===== src/utf8d_pkg.sv =====
// types and constants of the utf-8 validating decoder
`default_nettype none

package utf8d_pkg;

    localparam int DEFAULT_QUEUE_DEPTH = 4;

    localparam int CHAR_W    = 21;
    localparam int CFG_ADDR_W = 3;
    localparam int CFG_DATA_W = 32;

    localparam logic [CFG_ADDR_W-1:0] ADDR_OUTPUT_UTF16 = 3'h0;

    localparam logic [CHAR_W-1:0] MIN_THREE_BYTE   = 21'h000800;
    localparam logic [CHAR_W-1:0] MIN_FOUR_BYTE    = 21'h010000;
    localparam logic [CHAR_W-1:0] MAX_CODE_POINT   = 21'h10FFFF;
    localparam logic [CHAR_W-1:0] SURROGATE_FIRST  = 21'h00D800;
    localparam logic [CHAR_W-1:0] SURROGATE_LAST   = 21'h00DFFF;
    localparam logic [CHAR_W-1:0] SUPP_BASE        = 21'h010000;
    localparam logic [CHAR_W-1:0] HIGH_SURR_BASE   = 21'h00D800;
    localparam logic [CHAR_W-1:0] LOW_SURR_BASE    = 21'h00DC00;

    typedef enum logic [2:0] {
        ERR_NONE          = 3'd0,
        ERR_BAD_LEAD      = 3'd1,
        ERR_OVERLONG_LEAD = 3'd2,
        ERR_TRUNCATED     = 3'd3,
        ERR_BAD_CONT      = 3'd4,
        ERR_BAD_CODE_PT   = 3'd5
    } err_code_t;

    // one decoded event from the front: a code point or an error
    typedef struct packed {
        logic [CHAR_W-1:0] char_value;
        logic              is_error;
        err_code_t         error_code;
        logic              text_done;
    } queue_entry_t;

    typedef struct packed {
        logic full;
        logic empty;
    } queue_status_t;

endpackage

`default_nettype wire


===== src/utf8d_queue.sv =====
// short queue of decoded events between front and back
`default_nettype none

module utf8d_queue #(
    parameter int DEPTH = utf8d_pkg::DEFAULT_QUEUE_DEPTH
) (
    input  wire logic                    clk,
    input  wire logic                    rst_n,
    input  wire logic                    push,
    input  wire utf8d_pkg::queue_entry_t push_data,
    input  wire logic                    pop,
    output utf8d_pkg::queue_entry_t      head,
    output utf8d_pkg::queue_status_t     status
);

    localparam int PTR_W = (DEPTH > 1) ? $clog2(DEPTH) : 1;
    localparam int CNT_W = $clog2(DEPTH + 1);

    utf8d_pkg::queue_entry_t mem_reg [DEPTH];
    logic [PTR_W-1:0] wr_ptr_reg, wr_ptr_next;
    logic [PTR_W-1:0] rd_ptr_reg, rd_ptr_next;
    logic [CNT_W-1:0] count_reg, count_next;

    function automatic logic [PTR_W-1:0] ptr_inc(input logic [PTR_W-1:0] p);
        return (p == PTR_W'(DEPTH - 1)) ? '0 : p + 1'b1;
    endfunction

    always_comb
    begin
        wr_ptr_next = push ? ptr_inc(wr_ptr_reg) : wr_ptr_reg;
        rd_ptr_next = pop ? ptr_inc(rd_ptr_reg) : rd_ptr_reg;
        unique case ({push, pop})
            2'b10:   count_next = count_reg + 1'b1;
            2'b01:   count_next = count_reg - 1'b1;
            default: count_next = count_reg;
        endcase
    end

    always_ff @(posedge clk or negedge rst_n)
    begin
        if (!rst_n)
        begin
            wr_ptr_reg <= '0;
            rd_ptr_reg <= '0;
            count_reg  <= '0;
        end
        else
        begin
            wr_ptr_reg <= wr_ptr_next;
            rd_ptr_reg <= rd_ptr_next;
            count_reg  <= count_next;
        end
    end

    always_ff @(posedge clk)
    begin
        if (push)
        begin
            mem_reg[wr_ptr_reg] <= push_data;
        end
    end

    assign head         = mem_reg[rd_ptr_reg];
    assign status.full  = (count_reg == CNT_W'(DEPTH));
    assign status.empty = (count_reg == '0);

endmodule

`default_nettype wire


===== src/utf8d_front.sv =====
// byte classifier and sequence tracker: turns bytes into decoded events
`default_nettype none

module utf8d_front (
    input  wire logic                     clk,
    input  wire logic                     rst_n,
    input  wire logic [7:0]               byte_value,
    input  wire logic                     end_of_text,
    input  wire logic                     byte_valid,
    output logic                          byte_ready,
    input  wire utf8d_pkg::queue_status_t q_status,
    output logic                          push,
    output utf8d_pkg::queue_entry_t       push_data
);

    logic [1:0]  rem_reg, rem_next;
    logic [1:0]  len_reg, len_next;
    logic [20:0] acc_reg, acc_next;
    logic        bad_reg, bad_next;
    logic        skip_reg, skip_next;

    logic                 accept;
    logic                 emit_char;
    logic                 emit_err;
    utf8d_pkg::err_code_t err_code;
    logic [20:0]          char_cp;
    logic                 bad_cont;
    logic [20:0]          acc_shift;
    logic [1:0]           rem_dec;
    logic                 cp_invalid;

    assign byte_ready = !q_status.full;
    assign accept     = byte_valid && byte_ready;

    assign bad_cont  = bad_reg || (byte_value[7:6] != 2'b10);
    assign acc_shift = {acc_reg[14:0], byte_value[5:0]};
    assign rem_dec   = rem_reg - 1'b1;

    // overlong, out of range or surrogate
    assign cp_invalid = ((len_reg == 2'd2) && (acc_shift < utf8d_pkg::MIN_THREE_BYTE))
                     || ((len_reg == 2'd3) && (acc_shift < utf8d_pkg::MIN_FOUR_BYTE))
                     || (acc_shift > utf8d_pkg::MAX_CODE_POINT)
                     || ((acc_shift >= utf8d_pkg::SURROGATE_FIRST)
                         && (acc_shift <= utf8d_pkg::SURROGATE_LAST));

    always_comb
    begin
        rem_next  = rem_reg;
        len_next  = len_reg;
        acc_next  = acc_reg;
        bad_next  = bad_reg;
        skip_next = skip_reg;
        emit_char = 1'b0;
        emit_err  = 1'b0;
        err_code  = utf8d_pkg::ERR_NONE;
        char_cp   = acc_shift;

        if (accept)
        begin
            if (skip_reg)
            begin
                if (end_of_text)
                begin
                    skip_next = 1'b0;
                    rem_next  = '0;
                    len_next  = '0;
                    acc_next  = '0;
                    bad_next  = 1'b0;
                end
            end
            else if (rem_reg == 2'd0)
            begin
                priority if (!byte_value[7])
                begin
                    emit_char = 1'b1;
                    char_cp   = {13'b0, byte_value};
                end
                else if (byte_value[7:5] == 3'b110)
                begin
                    if (byte_value[4:1] == 4'b0000)
                    begin
                        emit_err = 1'b1;
                        err_code = utf8d_pkg::ERR_OVERLONG_LEAD;
                    end
                    else if (end_of_text)
                    begin
                        emit_err = 1'b1;
                        err_code = utf8d_pkg::ERR_TRUNCATED;
                    end
                    else
                    begin
                        rem_next = 2'd1;
                        len_next = 2'd1;
                        acc_next = {16'b0, byte_value[4:0]};
                        bad_next = 1'b0;
                    end
                end
                else if (byte_value[7:4] == 4'b1110)
                begin
                    if (end_of_text)
                    begin
                        emit_err = 1'b1;
                        err_code = utf8d_pkg::ERR_TRUNCATED;
                    end
                    else
                    begin
                        rem_next = 2'd2;
                        len_next = 2'd2;
                        acc_next = {17'b0, byte_value[3:0]};
                        bad_next = 1'b0;
                    end
                end
                else if (byte_value[7:3] == 5'b11110)
                begin
                    if (end_of_text)
                    begin
                        emit_err = 1'b1;
                        err_code = utf8d_pkg::ERR_TRUNCATED;
                    end
                    else
                    begin
                        rem_next = 2'd3;
                        len_next = 2'd3;
                        acc_next = {18'b0, byte_value[2:0]};
                        bad_next = 1'b0;
                    end
                end
                else
                begin
                    emit_err = 1'b1;
                    err_code = utf8d_pkg::ERR_BAD_LEAD;
                end
            end
            else
            begin
                // continuation byte inside a sequence
                if (rem_dec != 2'd0)
                begin
                    if (end_of_text)
                    begin
                        emit_err = 1'b1;
                        err_code = utf8d_pkg::ERR_TRUNCATED;
                    end
                    else
                    begin
                        rem_next = rem_dec;
                        acc_next = acc_shift;
                        bad_next = bad_cont;
                    end
                end
                else if (bad_cont)
                begin
                    emit_err = 1'b1;
                    err_code = utf8d_pkg::ERR_BAD_CONT;
                end
                else if (cp_invalid)
                begin
                    emit_err = 1'b1;
                    err_code = utf8d_pkg::ERR_BAD_CODE_PT;
                end
                else
                begin
                    emit_char = 1'b1;
                end
            end

            if (emit_char || emit_err)
            begin
                rem_next = '0;
                len_next = '0;
                acc_next = '0;
                bad_next = 1'b0;
            end
            if (emit_err)
            begin
                skip_next = !end_of_text;
            end
        end
    end

    always_comb
    begin
        push                 = emit_char || emit_err;
        push_data.char_value = emit_err ? '0 : char_cp;
        push_data.is_error   = emit_err;
        push_data.error_code = err_code;
        push_data.text_done  = end_of_text;
    end

    always_ff @(posedge clk or negedge rst_n)
    begin
        if (!rst_n)
        begin
            rem_reg  <= '0;
            len_reg  <= '0;
            acc_reg  <= '0;
            bad_reg  <= 1'b0;
            skip_reg <= 1'b0;
        end
        else
        begin
            rem_reg  <= rem_next;
            len_reg  <= len_next;
            acc_reg  <= acc_next;
            bad_reg  <= bad_next;
            skip_reg <= skip_next;
        end
    end

endmodule

`default_nettype wire


===== src/utf8d_back.sv =====
// result stage: in utf-16 mode, splits supplementary code points into surrogate pairs
`default_nettype none

module utf8d_back (
    input  wire logic                     clk,
    input  wire logic                     rst_n,
    input  wire logic                     output_utf16,
    input  wire utf8d_pkg::queue_entry_t  head,
    input  wire utf8d_pkg::queue_status_t q_status,
    output logic                          pop,
    output logic                          result_valid,
    input  wire logic                     result_ready,
    output logic [20:0]                   char_value,
    output logic                          is_error,
    output logic [2:0]                    error_code,
    output logic                          last_of_run,
    output logic                          text_done
);

    logic        valid_reg, valid_next;
    logic        pair_reg, pair_next;
    logic [20:0] char_reg, char_next;
    logic [20:0] low_reg, low_next;
    logic        err_reg, err_next;
    logic [2:0]  code_reg, code_next;
    logic        last_reg, last_next;
    logic        done_reg, done_next;

    logic        load_ok;
    logic        supp;
    logic [20:0] offset;
    logic [20:0] high_unit;
    logic [20:0] low_unit;

    assign load_ok = !valid_reg || result_ready;
    assign pop     = load_ok && !pair_reg && !q_status.empty;

    assign supp      = output_utf16 && !head.is_error && (head.char_value[20:16] != 5'd0);
    assign offset    = head.char_value - utf8d_pkg::SUPP_BASE;
    assign high_unit = utf8d_pkg::HIGH_SURR_BASE + {11'b0, offset[19:10]};
    assign low_unit  = utf8d_pkg::LOW_SURR_BASE + {11'b0, offset[9:0]};

    always_comb
    begin
        valid_next = valid_reg;
        pair_next  = pair_reg;
        char_next  = char_reg;
        low_next   = low_reg;
        err_next   = err_reg;
        code_next  = code_reg;
        last_next  = last_reg;
        done_next  = done_reg;

        if (load_ok)
        begin
            priority if (pair_reg)
            begin
                // second half of a pair, same item so text_done is kept
                valid_next = 1'b1;
                pair_next  = 1'b0;
                char_next  = low_reg;
                last_next  = 1'b1;
            end
            else if (!q_status.empty)
            begin
                valid_next = 1'b1;
                pair_next  = supp;
                char_next  = supp ? high_unit : head.char_value;
                low_next   = low_unit;
                err_next   = head.is_error;
                code_next  = head.error_code;
                last_next  = !supp;
                done_next  = head.text_done;
            end
            else
            begin
                valid_next = 1'b0;
            end
        end
    end

    always_ff @(posedge clk or negedge rst_n)
    begin
        if (!rst_n)
        begin
            valid_reg <= 1'b0;
            pair_reg  <= 1'b0;
        end
        else
        begin
            valid_reg <= valid_next;
            pair_reg  <= pair_next;
        end
    end

    always_ff @(posedge clk)
    begin
        char_reg <= char_next;
        low_reg  <= low_next;
        err_reg  <= err_next;
        code_reg <= code_next;
        last_reg <= last_next;
        done_reg <= done_next;
    end

    assign result_valid = valid_reg;
    assign char_value   = char_reg;
    assign is_error     = err_reg;
    assign error_code   = code_reg;
    assign last_of_run  = last_reg;
    assign text_done    = done_reg;

endmodule

`default_nettype wire


===== src/utf8_validating_decoder.sv =====
// top level: streaming utf-8 validating decoder with code point or utf-16 output
// a byte that completes a sequence is queued as an event, then loads the single output register
// throughput: one byte per cycle while the queue has room; a surrogate pair is two results
// the event queue absorbs output stalls; byte_ready drops only when the queue is full
// reset: asynchronous active low, clears sequence state, queue, output stage and output_utf16
`default_nettype none

module utf8_validating_decoder #(
    parameter int QUEUE_DEPTH = utf8d_pkg::DEFAULT_QUEUE_DEPTH
) (
    input  wire logic                             clk,
    input  wire logic                             rst_n,
    input  wire logic                             psel,
    input  wire logic                             penable,
    input  wire logic                             pwrite,
    input  wire logic [utf8d_pkg::CFG_ADDR_W-1:0] paddr,
    input  wire logic [utf8d_pkg::CFG_DATA_W-1:0] pwdata,
    output logic [utf8d_pkg::CFG_DATA_W-1:0]      prdata,
    output logic                                  pready,
    input  wire logic [7:0]                       byte_value,
    input  wire logic                             end_of_text,
    input  wire logic                             byte_valid,
    output logic                                  byte_ready,
    output logic [20:0]                           char_value,
    output logic                                  is_error,
    output logic [2:0]                            error_code,
    output logic                                  last_of_run,
    output logic                                  text_done,
    output logic                                  result_valid,
    input  wire logic                             result_ready
);

    localparam int AW = utf8d_pkg::CFG_ADDR_W;

    logic                     utf16_reg;
    logic                     sel_utf16;
    logic                     push;
    logic                     pop;
    utf8d_pkg::queue_entry_t  push_data;
    utf8d_pkg::queue_entry_t  head;
    utf8d_pkg::queue_status_t q_status;

    assign pready    = 1'b1;
    assign sel_utf16 = (paddr[AW-1:2] == utf8d_pkg::ADDR_OUTPUT_UTF16[AW-1:2]);

    always_ff @(posedge clk or negedge rst_n)
    begin
        if (!rst_n)
        begin
            utf16_reg <= 1'b0;
        end
        else if (psel && penable && pwrite && pready && sel_utf16)
        begin
            utf16_reg <= pwdata[0];
        end
    end

    assign prdata = sel_utf16 ? {{(utf8d_pkg::CFG_DATA_W-1){1'b0}}, utf16_reg} : '0;

    utf8d_front u_front (
        .clk         (clk),
        .rst_n       (rst_n),
        .byte_value  (byte_value),
        .end_of_text (end_of_text),
        .byte_valid  (byte_valid),
        .byte_ready  (byte_ready),
        .q_status    (q_status),
        .push        (push),
        .push_data   (push_data)
    );

    utf8d_queue #(
        .DEPTH (QUEUE_DEPTH)
    ) u_queue (
        .clk       (clk),
        .rst_n     (rst_n),
        .push      (push),
        .push_data (push_data),
        .pop       (pop),
        .head      (head),
        .status    (q_status)
    );

    utf8d_back u_back (
        .clk          (clk),
        .rst_n        (rst_n),
        .output_utf16 (utf16_reg),
        .head         (head),
        .q_status     (q_status),
        .pop          (pop),
        .result_valid (result_valid),
        .result_ready (result_ready),
        .char_value   (char_value),
        .is_error     (is_error),
        .error_code   (error_code),
        .last_of_run  (last_of_run),
        .text_done    (text_done)
    );

endmodule

`default_nettype wire


===== config.mk =====
export PLATFORM = sky130hd
export DESIGN_NAME = utf8_validating_decoder
export DESIGN_NICKNAME = d
export VERILOG_FILES = /design/src/utf8d_pkg.sv /design/src/utf8d_queue.sv /design/src/utf8d_front.sv /design/src/utf8d_back.sv /design/src/utf8_validating_decoder.sv
export SDC_FILE = /design/constraint.sdc
export NUM_CORES = 1
export LEC_CHECK = 0
export BUFFER_PORTS_ARGS = -buffer_cell sky130_fd_sc_hd__buf_2
export CAP_MARGIN = 20
export CORE_AREA = 2 2 125 127
export DETAILED_ROUTE_END_ITERATION = 6
export DIE_AREA = 0 0 127 129
export PLACE_DENSITY = 0.74
export SYNTH_ARGS = -nofsm -noshare
export SYNTH_HDL_FRONTEND = slang
export SYNTH_SLANG_ARGS = --single-unit

===== constraint.sdc =====
create_clock -name clk -period 3 [get_ports clk]
set_input_delay 0.6 -clock clk [delete_from_list [all_inputs] [get_ports clk]]
set_output_delay 0.6 -clock clk [all_outputs]
set_load 0.01 [all_outputs]

==> results.toml, run 1 <==
[timing]
worstMarginPinSlew_ns = 0.9642
rsz0062_at_grt = "false"
slew_violations = 0
hold_viol = 0
hold_ws_ns = 0.2685
relSlewSlack_pct = 35.65
clock.fmax_ghz = 0.3673
setup_violations = 0
min_period_ns = 2.722
skew_ns = 0.006373
finalCritPeriodShare_pct = 90.74

[yosys]
yosysUniqueCellTypes = 61
syn_inst = 496
synth_seq_cells = 172
synth_warnings = 0
synth_common_cells = "edfxtp_1, nand2_1, buf_4, dfrtp_1, o21ai_0"
synthMostInstantiatedCell = "edfxtp_1"
synth-edff-count = 141
syn_area_mm2 = 0.007475
ys.flop_type = "edfxtp_1"
yosys.area.top_type_share_pct = 56.65
yosys.area.top_type = "edfxtp_1"
synth.area.top_cells = "edfxtp_1, dfrtp_1, mux4_2"
synth_async_sr_flop_share_pct = 18.02
synth-seq-area-share_pct = 67.02
avgSynthCellArea_um2 = 15.07

[setup_path]
cp-start-kind = "register"
critPathLaunch = "u_front.acc_reg[13]"
arrival_ns = 2.81
critPathMaxFanout = 8
reg2reg_from = "u_front.acc_reg[13]"
required_ns = 3.09
critPathKind = "reg2reg"
end_kind = "register"

[cts]
cts_resized = 0
cts_buffer_depth = 2
ctsHoldBuffers = 0
cts_max_level = 4
cts_root_buf = "clkbuf_16"
path_clk_slew_ns = 0.06
insertion_delay_ns = 0.43
post_cts_buffers = 0
cts_sinks = 172
cts_made_buffers = 17
cts_tree = "built"

[pwr]
p_leak_nw = 3.103
peakVddDrop_mv = 0.3795
power_per_cell_area_mw_per_mm2 = 952.8

[die]
initial_utilization_pct = 49.91
die_width_um = 127
coreArea_mm2 = 0.01498
rows = 45
ioPinCount = 113
die-area_mm2 = 0.01638
die_y_um = 129

[global_route]
grt_usage_pct = 17.66
grt.overflow.total = 0
grt_pass1_wl_mm = 21.48
grt_max_degree = 34
grt_pass1_vias = 3986
antenna_found_initial = 0

[cells_and_area]
multi_input_area_mm2 = 0.002172
num-nets-final = 613
final_layout_size_suffix_gt1_share_pct = 24.69
area_growth_syn_to_layout_pct = 13.02
largest_reg_flops = 104
fillCellCount = 1154
final_area_mm2 = 0.008448
final_core_util_pct = 56.41
insertedDiodeCount = 0
seq_area_mm2 = 0.005010

[routing]
vias_per_cell = 5.506
drcViolationCount = 0
ant_nets = 0
drt-pass1-iter-count = 5
num_vias = 4157
drt-initial-drc-count = 383
wl_mm = 13.63
detail_route.wl_per_cell_um = 18.06

[placement]
gp_congestion = 0.8423
placement.io_buffers = 47
dp_hpwl_mm = 9.099
placed_area_mm2 = 0.007916

[run_status]
outcome = "finished clean"

[job]
maxCapViolations = 0

[worst_hold_path]
hold_class = "in2async"
## cells in the final DEF (no fill, tap or decap), types with 5 or more instances in the layout
cell,n
buf_4,15
clkinv_2,5
buf_2,47
conb_1,32
dfrtp_1,31
nor3_1,10
nor2_2,5
mux4_2,26
nand2_1,42
edfxtp_1,141
ha_1,7
and2_1,6
or3_1,7
mux2i_1,11
a21boi_0,16
clkbuf_16,17
inv_1,19
clkbuf_1,5
a21oi_1,8
nor2_1,7
o21ai_0,28
mux2_2,5
o31ai_1,7
## kinds of logic after synthesis
kind of cell	count (synthesis)	synth area share [%]
xor gates and xnor gates	5	0.5858
buffers and inverters	76	5.725
AOI/OAI and AO/OA	83	7.332
adders and majority gates	8	1.440
and+or+nand+nor	108	7.734
DFF	172	67.02
muxes	42	10.06
other	2	0.1005
## per-stage QoR
step / worst slack (ns) / total power [W] / instances / setup TNS (ns)
after floorplan: -0.1754 / 0.005335 / 526 / -18.24
after global placement: 0.2592 / 0.006029 / 723 / 0
after detailed placement: 0.1076 / 0.006138 / 723 / 0
after CTS: 0.3354 / 0.008123 / 755 / 0
after global routing: 0.1912 / 0.008483 / 755 / 0
final: 0.2778 / 0.008049 / 755 / 0
## final timing paths
| path | slack, ns | endpoint | cells after the start |
|---|---|---|---|
| max | 0.28 | u_queue.mem_reg[0][8] | 5 |
| min | 0.27 | u_queue.count_reg[0] | 1 |
| max reg2reg | 0.28 | u_queue.mem_reg[0][8] | 5 |
| min reg2reg | 0.49 | u_front.bad_reg | 2 |
| max in group asynchronous | 2.21 | u_queue.rd_ptr_reg[1] | 1 |
| min in group clk | 0.41 | utf16_reg | 2 |
## critical path: stages (launching register included)
cell	delay (ns)
dfrtp_1	0.39
or4_1	0.60
a211oi_1	0.36
a21oi_1	0.19
o211ai_2	0.47
a21boi_0	0.36
## routing by layer
layer / global-route usage, % / share of wire, % / vias up
li1: - / - / 1917
met1: 23.92 / 44 / 2056
met2: 27.83 / 48 / 163
met3: 4.241 / 6.0 / 21
met4: 7.434 / 2.2 / 0
met5: 0 / 0 / -
## power breakdown
group	switching (W)	leakage, nW	internal (W)	total [W]
combinational	0.00140	1.11	0.00106	0.00247
clock	0.000845	0.258	0.00115	0.00200
sequential	0.000223	1.74	0.00336	0.00359
## final cells by class
| type | count | share of cell area [%] |
|---|---|---|
| clock buffers | 23 | 5.421 |
| clock inverters | 9 | 0.8738 |
| inverters | 19 | 0.8442 |
| multi-input cells | 278 | 25.71 |
| flip-flops and latches | 172 | 59.30 |
| well taps | 188 | 2.784 |
| repair buffers | 66 | 5.065 |
Power figures use the tool's default switching activity.
==> run 2, diff against run 1 <==
==> constraint.sdc (replaced) <==
create_clock -name clk -period 2.4 [get_ports clk]
set_input_delay 0.48 -clock clk [delete_from_list [all_inputs] [get_ports clk]]
set_output_delay 0.48 -clock clk [all_outputs]
set_load 0.01 [all_outputs]
==> run 2 against run 1 <==
Count of clock-buffer cells in the layout shrank 5. Setup slack lost 0.25 ns. Register-to-register slack lost 0.25 ns. Power grew 34%. Cell count grew 5.7%. Clock skew grew 0.00072 ns. Final area grew 6.3%. Global-route usage grew 0.17 points. Largest power group unchanged. Highest routed layer unchanged.
==> results.toml, run 2 (synthesis results as in run 1) <==
[setup_path]
critPathKind = "reg2reg"
critPathMaxFanout = 4
rrSetupSlack_ns = 0.03
arrival_ns = 2.52
required_ns = 2.55
end_kind = "register"
cp-start-kind = "register"

[cts]
cts_sinks = 172
cts_tree = "built"
cts_buffer_depth = 2
cts_made_buffers = 17
path_clk_slew_ns = 0.06
cts_root_buf = "clkbuf_16"
cts_max_level = 4
insertion_delay_ns = 0.42

[routing]
detail_route.wl_per_cell_um = 17.15
drcViolationCount = 0
num_vias = 4241
vias_per_cell = 5.315
ant_nets = 0
drt-pass1-iter-count = 4
wl_mm = 13.68
drt-initial-drc-count = 302

[timing]
setup_violations = 0
setup_ws_ns = 0.02759
min_period_ns = 2.372
rsz0062_at_grt = "true"
worstMarginPinSlew_ns = 0.9935
relSlewSlack_pct = 33.69
hold_ws_ns = 0.1259
hold_viol = 0
skew_ns = 0.007091
slew_violations = 0
clock.fmax_ghz = 0.4215
finalCritPeriodShare_pct = 98.85

[cells_and_area]
num-nets-final = 656
final_area_mm2 = 0.008980
insertedDiodeCount = 0
final_layout_size_suffix_gt1_share_pct = 32.95
stdcell_count = 798
final_core_util_pct = 59.96
fillCellCount = 1134
largest_reg_flops = 104
area_growth_syn_to_layout_pct = 20.14
layout_common_cells = "edfxtp_1, buf_4, buf_2"
final_common_cell = "edfxtp_1"

[pwr]
peakVddDrop_mv = 0.5460
power_per_cell_area_mw_per_mm2 = 1204
p_leak_nw = 3.395

[die]
die_y_um = 129
initial_utilization_pct = 49.91
die-area_mm2 = 0.01638
ioPinCount = 113
rows = 45
coreArea_mm2 = 0.01498
die_width_um = 127

[global_route]
grt_usage_pct = 17.84
grt_pass1_vias = 4316
grt_max_degree = 36
antenna_found_initial = 0
grt.overflow.total = 0
grt_pass1_wl_mm = 22.23

[placement]
dp_hpwl_mm = 9.187
gp_congestion = 0.8300
placed_area_mm2 = 0.008233
placement.io_buffers = 47
dp.cells = 760
post-place-ws_ns = -0.1482

[run_status]
outcome = "finished clean"

[worst_hold_path]
hold_class = "in2async"

[job]
maxCapViolations = 0
run 2: cell types whose count changed in the layout (fill, tap and decap cells not counted), moves of 3 or more:
cell,before,now
buf_4,15,54
a21boi_0,16,13
a21boi_1,0,3
inv_6,0,4
bufinv_16,1,5
clkbuf_1,5,1
run 2: worst paths after layout:
path,start,to,depth (start not counted)
min in group clk,pwdata[0],utf16_reg,2
min reg2reg,u_front.bad_reg,u_front.bad_reg,2
min,rst_n,u_front.skip_reg,1
max reg2reg,u_front.acc_reg[9],u_queue.mem_reg[3][11],6
max,u_front.acc_reg[9],u_queue.mem_reg[3][11],6
max in group asynchronous,rst_n,u_queue.rd_ptr_reg[0],1
run 2: cell type report:
cell class | instances | area (um^2) | share of cell area, %
timing repair buffer | 109 | 777.0 | 8.653
multi-input combinational | 278 | 2241 | 24.95
clock inverter | 14 | 215.2 | 2.397
inverter | 19 | 71.32 | 0.7942
tap | 188 | 235.2 | 2.619
clock buffer | 18 | 429.2 | 4.779
sequential | 172 | 5011 | 55.80
run 2: stage by stage:
stage / TNS [ns] / total power [W]
final: 0 / 0.01081
after global placement: -0.6365 / 0.007653
after floorplan: -13.13 / 0.006693
after CTS: 0 / 0.01083
after global routing: -2.159 / 0.01140
after detailed placement: -1.690 / 0.007794
run 2: worst max-delay path: stages (launching register included):
cell and delay [ns]:
dfrtp_1 0.38, or4b_2 0.67, o211ai_1 0.27, a21oi_2 0.13
buf_4 0.15, nor3b_1 0.33, o31ai_2 0.17
run 2: where the power goes:
part / internal, W / leakage, nW / switching [W] / total [W]
clock: 0.00185 / 0.311 / 0.00110 / 0.00296
sequential: 0.00421 / 1.73 / 0.000277 / 0.00448
combinational: 0.00152 / 1.35 / 0.00184 / 0.00337
total: 0.00758 / 3.40 / 0.00322 / 0.0108
run 2: metal layers:
metal	part of all wire, %	GRT usage, %
met5	0	0
met4	0.93	7.498
met2	50	29.38
met3	5.0	3.410
met1	44	23.60
run 2: timing repair:
action	CTS	global route
cloned	0	1
setup endpoints to repair	38	94
gates resized for setup	8	13
buffers inserted	3	2
hold endpoints to repair	0	0
pin swaps	1	3
hold buffers	0	0
==> run 3, diff against run 2 <==
==> constraint.sdc (replaced) <==
create_clock -name clk -period 2.15 [get_ports clk]
set_input_delay 0.43 -clock clk [delete_from_list [all_inputs] [get_ports clk]]
set_output_delay 0.43 -clock clk [all_outputs]
set_load 0.01 [all_outputs]
==> run 3 against run 2 <==
The flow now finishes with violations (setup timing). Sequential power increased by 11%. Power up 15%. Sequential share of layout area fell by 2.8 points. Critical path type unchanged.
==> results.toml, run 3 (synthesis results as in run 1) <==
[run_status]
outcome = "finished, violations left"
violations = "setup timing"

[global_route]
grt.overflow.total = 0
grt_pass1_vias = 4436
grt_usage_pct = 18.91
antenna_found_initial = 0
grt_pass1_wl_mm = 23.37
grt_max_degree = 34

[routing]
num_vias = 4452
drt-pass1-iter-count = 5
vias_per_cell = 5.517
detail_route.wl_per_cell_um = 18.67
wl_mm = 15.07
ant_nets = 0
drt-initial-drc-count = 369
drcViolationCount = 0

[timing]
relSlewSlack_pct = 33.70
worstMarginPinSlew_ns = 0.9935
min_period_ns = 2.340
rsz0062_at_grt = "true"
skew_ns = 0.007070
setup_ws_ns = -0.1902
finalCritPeriodShare_pct = 108.8
slew_violations = 0
clock.fmax_ghz = 0.4273
setup_violations = 112
hold_viol = 0
setup-tns-final_ns = -11.52

[placement]
post-place-ws_ns = -0.2978
dp.cells = 777
dp_hpwl_mm = 9.488
gp_congestion = 0.8031
placement.io_buffers = 47

[pwr]
p_leak_nw = 3.510
power_per_cell_area_mw_per_mm2 = 1310
p_sw_share_pct = 31.12
p_int_w = 0.008525
power_frac_clock_pct = 24.4
sequentialPowerShare_pct = 40.3
pwr-share-comb_pct = 35.3
p_total_w = 0.01238
p_switching_w = 0.003853
peakVddDrop_mv = 0.6819

[setup_path]
cp-start-kind = "register"
critPathKind = "reg2reg"
critPathMaxFanout = 7
r2r_cells = 8
arrival_ns = 2.49
end_kind = "register"
required_ns = 2.30

[cts]
cts_root_buf = "clkbuf_16"
cts_max_level = 4
cts_made_buffers = 17
cts_buffer_depth = 2
insertion_delay_ns = 0.43
path_clk_slew_ns = 0.06
ctsHoldBuffers = 0
cts_tree = "built"
cts_sinks = 172

[die]
coreArea_mm2 = 0.01498
die-area_mm2 = 0.01638
ioPinCount = 113
initial_utilization_pct = 49.91
rows = 45
die_width_um = 127
die_y_um = 129

[cells_and_area]
fillCellCount = 1026
final_common_cell = "edfxtp_1"
stdcell_count = 807
layout_common_cells = "edfxtp_1, buf_4, buf_2"
num-nets-final = 665
final_layout_size_suffix_gt1_share_pct = 38.29
area_growth_syn_to_layout_pct = 26.38
largest_reg_flops = 104
insertedDiodeCount = 0

[job]
maxCapViolations = 0

[worst_hold_path]
hold_class = "in2async"
run 3: cell types whose count changed in the layout (fill, tap and decap cells not counted), moves of 3 or more:
cell,change
a21boi_4,+16
a21boi_0,-13
buf_6,+12
a21oi_4,+5
buf_4,-5
clkinv_1,+4
inv_6,-4
a21boi_1,-3
a21oi_1,-3
nor2_2,-3
run 3: area by class of cell:
cell class / count / area, um^2 / area share (%)
Sequential cell: 172 / 5011 / 53.05
Multi-Input combinational cell: 278 / 2613 / 27.66
Timing Repair Buffer: 118 / 934.6 / 9.894
Clock buffer: 18 / 429.2 / 4.543
Tap cell: 188 / 235.2 / 2.490
Clock inverter: 14 / 152.6 / 1.616
Inverter: 19 / 71.32 / 0.7550
run 3: critical path: stages (launching register included):
cell and delay, ns:
dfrtp_1 0.40, or4b_4 0.54, o211ai_1 0.24, buf_4 0.17, a21oi_4 0.06, o21ai_4 0.25, clkbuf_16 0.23, buf_6 0.11
a21boi_4 0.06
run 3: worst paths after layout:
| path | start | end | slack, ns |
|---|---|---|---|
| max | u_front.acc_reg[8] | u_queue.mem_reg[3][25] | -0.19 |
| min | rst_n | u_front.rem_reg[0] | 0.08 |
| max reg2reg | u_front.acc_reg[8] | u_queue.mem_reg[3][25] | -0.19 |
| min reg2reg | u_front.bad_reg | u_front.bad_reg | 0.49 |
| max in group asynchronous | rst_n | u_queue.rd_ptr_reg[0] | 1.50 |
| min in group clk | pwdata[0] | utf16_reg | 0.25 |
run 3: metrics by stage:
stage / util [%] / hold slack [ns] / cell area [um^2]
after CTS: 61.93 / 0.09543 / 9275
after global routing: 63.07 / 0.1210 / 9447
after global placement: 56.53 / 0.4619 / 8467
after detailed placement: 56.53 / 0.4703 / 8467
final: 63.07 / 0.08030 / 9447
after floorplan: - / 0.1344 / 7731
run 3: layer usage:
metal,wire length [um],up-vias,GRT usage (%)
li1,-,2023,-
met1,6403,2233,24.95
met2,7600,166,31.34
met3,747,30,4.158
met4,313,0,6.787
met5,0,-,0
run 3: repair_timing:
item / 4_1_cts / 5_1_grt
pin swaps: 21 / 25
gates resized for setup: 59 / 33
cloned: 1 / 0
setup endpoints to repair: 114 / 121
setup buffers: 15 / 5
run 3: power groups by stage:
| stage | Combinational (W) | Clock [W] | Sequential, W |
|---|---|---|---|
| after floorplan | 0.00245 | 0 | 0.00513 |
| after global placement | 0.00382 | 0 | 0.00498 |
| after detailed placement | 0.00395 | 0 | 0.00503 |
| after CTS | 0.00428 | 0.00304 | 0.00498 |
| after global routing | 0.00477 | 0.00319 | 0.00506 |
| final | 0.00438 | 0.00302 | 0.00499 |
